File: src/sort_array_ascending_assert.svh
// Assertion macros used by the sorter top level.
// Each macro samples on the rising edge of clk and is disabled while rst_n is low.
`ifndef SORT_ARRAY_ASCENDING_ASSERT_SVH
`define SORT_ARRAY_ASCENDING_ASSERT_SVH

// The consequent must hold in the same cycle as the antecedent.
`define SAA_ASSERT_SAME(label, ante, cons) \
    label: assert property (@(posedge clk) disable iff (!rst_n) (ante) |-> (cons)) \
        else $error("sorter assertion failed");

// The consequent must hold in the cycle after the antecedent.
`define SAA_ASSERT_NEXT(label, ante, cons) \
    label: assert property (@(posedge clk) disable iff (!rst_n) (ante) |=> (cons)) \
        else $error("sorter assertion failed");

`endif

File: src/saa_pkg.sv
package saa_pkg;

    // Store depth, which is the number of cells in the chain (valid range 2 to 64).
    localparam int unsigned DEPTH = 64;
    localparam int unsigned CNT_W = $clog2(DEPTH + 1);
    localparam int unsigned VAL_W = 32;

    typedef struct packed {
        logic signed [VAL_W-1:0] value;
        logic                    last;
    } in_item_t;

    typedef struct packed {
        logic signed [VAL_W-1:0] value_res;
        logic                    last_res;
        logic                    overflow;
    } out_item_t;

    // One token travelling along the chain or held in a cell.
    typedef struct packed {
        logic                    vld;
        logic signed [VAL_W-1:0] value;
    } cell_tok_t;

    typedef struct packed {
        logic shift;
    } cell_ctl_t;

endpackage

File: src/saa_cell.sv
module saa_cell (
    input  logic               clk,
    input  logic               rst_n,
    input  saa_pkg::cell_ctl_t ctl,
    input  saa_pkg::cell_tok_t feed,
    input  saa_pkg::cell_tok_t shift_in,
    output saa_pkg::cell_tok_t held,
    output saa_pkg::cell_tok_t pass
);

    logic                            held_vld_reg, held_vld_next;
    logic signed [saa_pkg::VAL_W-1:0] held_val_reg, held_val_next;
    logic                            pass_vld_reg, pass_vld_next;
    logic signed [saa_pkg::VAL_W-1:0] pass_val_reg, pass_val_next;

    // The cell keeps the smaller of its held value and the arriving one and
    // passes the larger one on to its right-hand neighbour.
    always_comb
    begin
        held_vld_next = held_vld_reg;
        held_val_next = held_val_reg;
        pass_vld_next = 1'b0;
        pass_val_next = pass_val_reg;
        if (ctl.shift)
        begin
            held_vld_next = shift_in.vld;
            held_val_next = shift_in.value;
        end
        else if (feed.vld)
        begin
            if (!held_vld_reg)
            begin
                held_vld_next = 1'b1;
                held_val_next = feed.value;
            end
            else if (feed.value < held_val_reg)
            begin
                held_val_next = feed.value;
                pass_vld_next = 1'b1;
                pass_val_next = held_val_reg;
            end
            else
            begin
                pass_vld_next = 1'b1;
                pass_val_next = feed.value;
            end
        end
    end

    always_ff @(posedge clk or negedge rst_n)
    begin
        if (!rst_n)
        begin
            held_vld_reg <= 1'b0;
            pass_vld_reg <= 1'b0;
        end
        else
        begin
            held_vld_reg <= held_vld_next;
            pass_vld_reg <= pass_vld_next;
        end
    end

    always_ff @(posedge clk)
    begin
        held_val_reg <= held_val_next;
        pass_val_reg <= pass_val_next;
    end

    assign held.vld   = held_vld_reg;
    assign held.value = held_val_reg;
    assign pass.vld   = pass_vld_reg;
    assign pass.value = pass_val_reg;

endmodule
File: config.mk
export PLATFORM = sky130hd
export DESIGN_NAME = saa_cell
export DESIGN_NICKNAME = d
export VERILOG_FILES = /design/src/sort_array_ascending_assert.svh /design/src/saa_pkg.sv /design/src/saa_cell.sv
export SDC_FILE = /design/constraint.sdc
export NUM_CORES = 1
export LEC_CHECK = 0
export BUFFER_PORTS_ARGS = -buffer_cell sky130_fd_sc_hd__buf_2
export CAP_MARGIN = 40
export CORE_MARGIN = 5
export CORE_UTILIZATION = 25
export CTS_CLUSTER_SIZE = 14
export DETAILED_ROUTE_END_ITERATION = 6
export HOLD_SLACK_MARGIN = 0.08
export PLACE_DENSITY = 0.5
export SLEW_MARGIN = 20
export SYNTH_ARGS = -nofsm -noshare
export SYNTH_HDL_FRONTEND = slang
export SYNTH_SLANG_ARGS = --single-unit
File: constraint.sdc
create_clock -name clk -period 3.8 [get_ports clk]
set_input_delay 0.76 -clock clk [delete_from_list [all_inputs] [get_ports clk]]
set_output_delay 0.76 -clock clk [all_outputs]
set_load 0.03 [all_outputs]
* After elaboration in Yosys (flattened, before gate mapping) *
Cells that the tools add are included.

operators by class
  bitwise operators = 1
  magnitude comparators = 1
  multiplexer cells = 10
  equality and inequality tests = 1
  reductions and logical operators = 3

operator list
  kind                                                                      count
  32-bit two-way mux                                                        5
  32-bit < comparator                                                       1
  1-bit two-way mux                                                         5
  3-bit by 2-bit inequality test with 1-bit output (second input constant)  1
  3-bit AND reduction                                                       1
  2-bit AND reduction                                                       1
  2-bit nonzero test                                                        1
  1-bit NOT                                                                 1

word-level totals
  register bits = 66
  output and inout port bits = 66
  input port bits = 69
  logic and storage cells = 20

* Depth between registers and ports, before layout *
  word-level depth = 5
  gate-level depth with buffers = 9
  depth with buffers taken out = 8

* Least setup slack after synthesis *
No wires, ideal clock.

  kind = in2reg
  start point = input port feed[25] (netlist name)
  end point = register held_val_reg[0] (netlist name), enable pin
  path buffers = 1
  cell stages on the path = 8
  setup slack = -0.018 ns
  arrival = 3.427 ns
  cells stage by stage = ha_1 a21o_1 a221o_1 a221o_1 o2bb2ai_1 a211oi_4 buf_6 o22a_1

on the way
  cells in the longest elaborated chain, start to end = 3

RTL lines
  item                                                        RTL line        text
  start, declared                                             saa_cell.sv:5   input saa_pkg::cell_tok_t feed,
  32-bit < comparator                                         saa_cell.sv:36  else if (feed.value < held_val_reg)
  3-bit by 2-bit inequality test with 1-bit output (no line)  n/a
  2-bit AND reduction (no line)                               n/a
  end signal, assigned                                        saa_cell.sv:66  held_val_reg <= held_val_next;
  end, declared                                               saa_cell.sv:12  logic signed [saa_pkg::VAL_W-1:0] held_val_reg, held_val_next;

Every way passes these cells.
A chain may end at the register's enable or synchronous reset.

* Worst setup path after layout *
  start point = input port feed[25] (netlist name)
  end point = register pass_val_reg[10] (netlist name), data pin

on the way
  cells in the longest elaborated chain, start to end = 2

RTL lines
  item                  RTL line        text
  32-bit < comparator   saa_cell.sv:36
  32-bit two-way mux    saa_cell.sv:36
  end signal, assigned  saa_cell.sv:67  pass_val_reg <= pass_val_next;
  end, declared         saa_cell.sv:14  logic signed [saa_pkg::VAL_W-1:0] pass_val_reg, pass_val_next;

Every way passes these cells.

==> results.md <==
- Run status: finished clean
- First-pass GRT wire length: 14600 µm
- Starting Density: 25.5%
- Minimum clock period: 3150 ps
- Sink count of the clock tree: 66
- Commonest non-fill, non-tap cell in the layout: buf_2
- Post-CTS Hold Buffers: 0
- Worst-path clk slew: 50 ps
- HPWL after DPL: 7040 µm
- CP max FO: 17
- Switching pwr: 0.673 mW
- # rows: 44
- Clock Path Buffers: 2
- Setup TNS: 0 ps
- Die width: 132 µm
- Routed via count: 2541
- Worst Hold Class: in2async
- GR peak layer: met2
- GPL Wtd Cong: 0.753
- Peak VDD IR: 172 µV
- Post-CTS Setup Bufs: 0
- Yosys warnings: 0
- CP endpoint kind: flip-flop
- Clock insertion delay at the later pin of the skew report: 340 ps
- Sw Ratio: 29.2%
- FFs w/ async S/R, synth: 3.03%
- Synth Flop Type: edfxtp_1
- Clock network fraction of design power: 31.1%
- Final core utilization: 33.6%
- Fin nets: 503
- FMAX: 317 MHz
- Final hold vios: 0
- Vias in the first global route: 2799
- Power, Total: 2.30 mW
- Number of H-tree levels: 3
- Post-Place Cells: 576
- Initial DRC count: 57
- Unique masters post-synth: 30
- Number of synthesized flops with an enable pin: 64
- Drt pass-1 iters: 4
- Vias per cell: 4.30
- Reg2Reg Setup Slack: 780 ps
- Routed wire length per instance: 15.3 µm
- Die area: 0.0174 mm²
- Power Internal: 1.63 mW
- Most frequent cells in the layout: buf_2 (134), edfxtp_1 (64), mux2_2 (35)
- DRC Markers: 0
- Mapped Nets: 360
- Remaining Overflow, GRT: 0
- Worst Path Arrival: 3230 ps
- I/O Buffers: 134
- RSZ-0062 raised after global routing: no
- Met2 Use GR: 17.3%
- GRT met3 Usage: 3.74%
- Placeable Area: 0.0145 mm²
- DRT Wirelength: 9050 µm
- Mean Syn Cell Area: 14.3 µm²
- Pwr dens: 472 mW/mm²
- Critical path type: in2reg
- CP required: 3880 ps
- GRT Total Usage: 10.7%
- Max cap viols: 0
- Antenna violations before repair: 0
- Post-CTS resize count: 0
- Met1 GRT Util: 12.9%
- Layout cells sized above 1: 54.2%
- Gate Count Post-Synth: 260
- R2r worst-path depth: 9
- Count of final setup violators: 0
- IO Count: 135
- Fin cells: 591
- Slew headroom: 68.3%
- Largest net degree at the start of global routing: 33
- CTS tree: built
- Worst Max-Slew Pin Slew: 475 ps
- Cts bufs inserted: 9
- Max-slew violation count: 0
- Critical Path Start: feed[25]
- Final Skew: 9.64 ps
- Synthesized flop and latch total: 66
- CP startpoint kind: primary input
- Area delta synth->final: 31.7%
- Combinational fraction of design power: 28.2%
- Chip height: 132 µm
- Cell area after synthesis: 0.00371 mm²
- Worst r2r src: held_val_reg[25]
- Leakage power: 2.24 nW
- Sequential Power Share: 40.6%
- Root Buffer: clkbuf_16
- Final clock period utilization by the worst path: 82.9%
- Sequential area share after synthesis: 53.2%
- Crit Reg-Reg Endpoint: pass_val_reg[10]
- Routed Antenna Nets: 0
## how the worst max path moves through the flow
stage | endpoint | slack, ps | cells past startpoint
after floorplan | held_val_reg[0] | 310 | 8
after global placement | held_val_reg[19] | 130 | 10
after detailed placement | held_val_reg[19] | 230 | 11
after CTS | pass_val_reg[10] | 590 | 10
after global routing | held_val_reg[22] | 490 | 11
final | pass_val_reg[10] | 650 | 9
## power groups by stage
stage                     clock, mW  combinational (mW)  sequential [mW]
after floorplan                   0               0.355             1.06
after global routing          0.775               0.710            0.945
final                         0.717               0.651            0.936
after global placement            0               0.651            0.950
after CTS                     0.746               0.668            0.938
after detailed placement          0               0.665            0.952
## metrics by stage
stage          setup slack, ps  hold WS, ps  cell area, µm²
2_1_floorplan              309          464            3710
3_3_place_gp               126          545            4620
3_5_place_dp               233          549            4630
4_1_cts                    594          183            4880
5_1_grt                    486          190            4880
6_report                   649          202            4880
## logic make-up (layout without fill, tap and decap cells)
kind of cell             count (synthesis)  in the layout  share of synthesized area (%)
multiplexers                            64             64                           22.4
other                                    0              1                              0
AND/OR/NAND/NOR                         30             30                           3.85
adder cells (fa/ha/maj)                 31             31                           10.5
buffers and inverters                   41            187                           4.96
AO/OA/AOI/OAI                           28             28                           5.16
flip-flops                              66             66                           53.2
## Yosys cell counts (2+ instances only)
library cell   n  area [µm²]
o21ai_0        5        25.0
and4_2         2        20.0
a221o_1        2        20.0
a21oi_1       11        55.1
nor2_1        10        37.5
edfxtp_1      64        1920
a211oi_1       2        15.0
clkbuf_1       3        11.3
mux2_2        35         394
ha_1          31         388
nand2_1       11        41.3
nand4_1        2        12.5
nand3_1        2        10.0
buf_4          2        15.0
buf_6          3        33.8
mux2_4        29         435
inv_1         32         120
dfrtp_1        2        50.1
## worst max-delay path, cell delays in order
cell       delay (ps)
buf_2             120
ha_1              300
a21o_1            180
a221o_1           310
a221o_1           380
o2bb2ai_1         170
a211oi_4          290
buf_4             370
mux2_4            330
## metal layers
layer,share of wire (%),routed length [µm]
met5,0,0
met1,43,3890
met2,47,4240
met4,2.1,189
met3,8.1,735
## final cells by class
class                   count  area (µm²)
fillers                  1454        9650
diodes                      1        2.50
well taps                 184         230
inverters                  32         120
clock inverters             1        3.75
multi-input cells         153        1560
clock buffers              13         240
flip-flops and latches     66        1970
repair buffers            141         752
No activity file was read; power rests on OpenSTA's default activity.
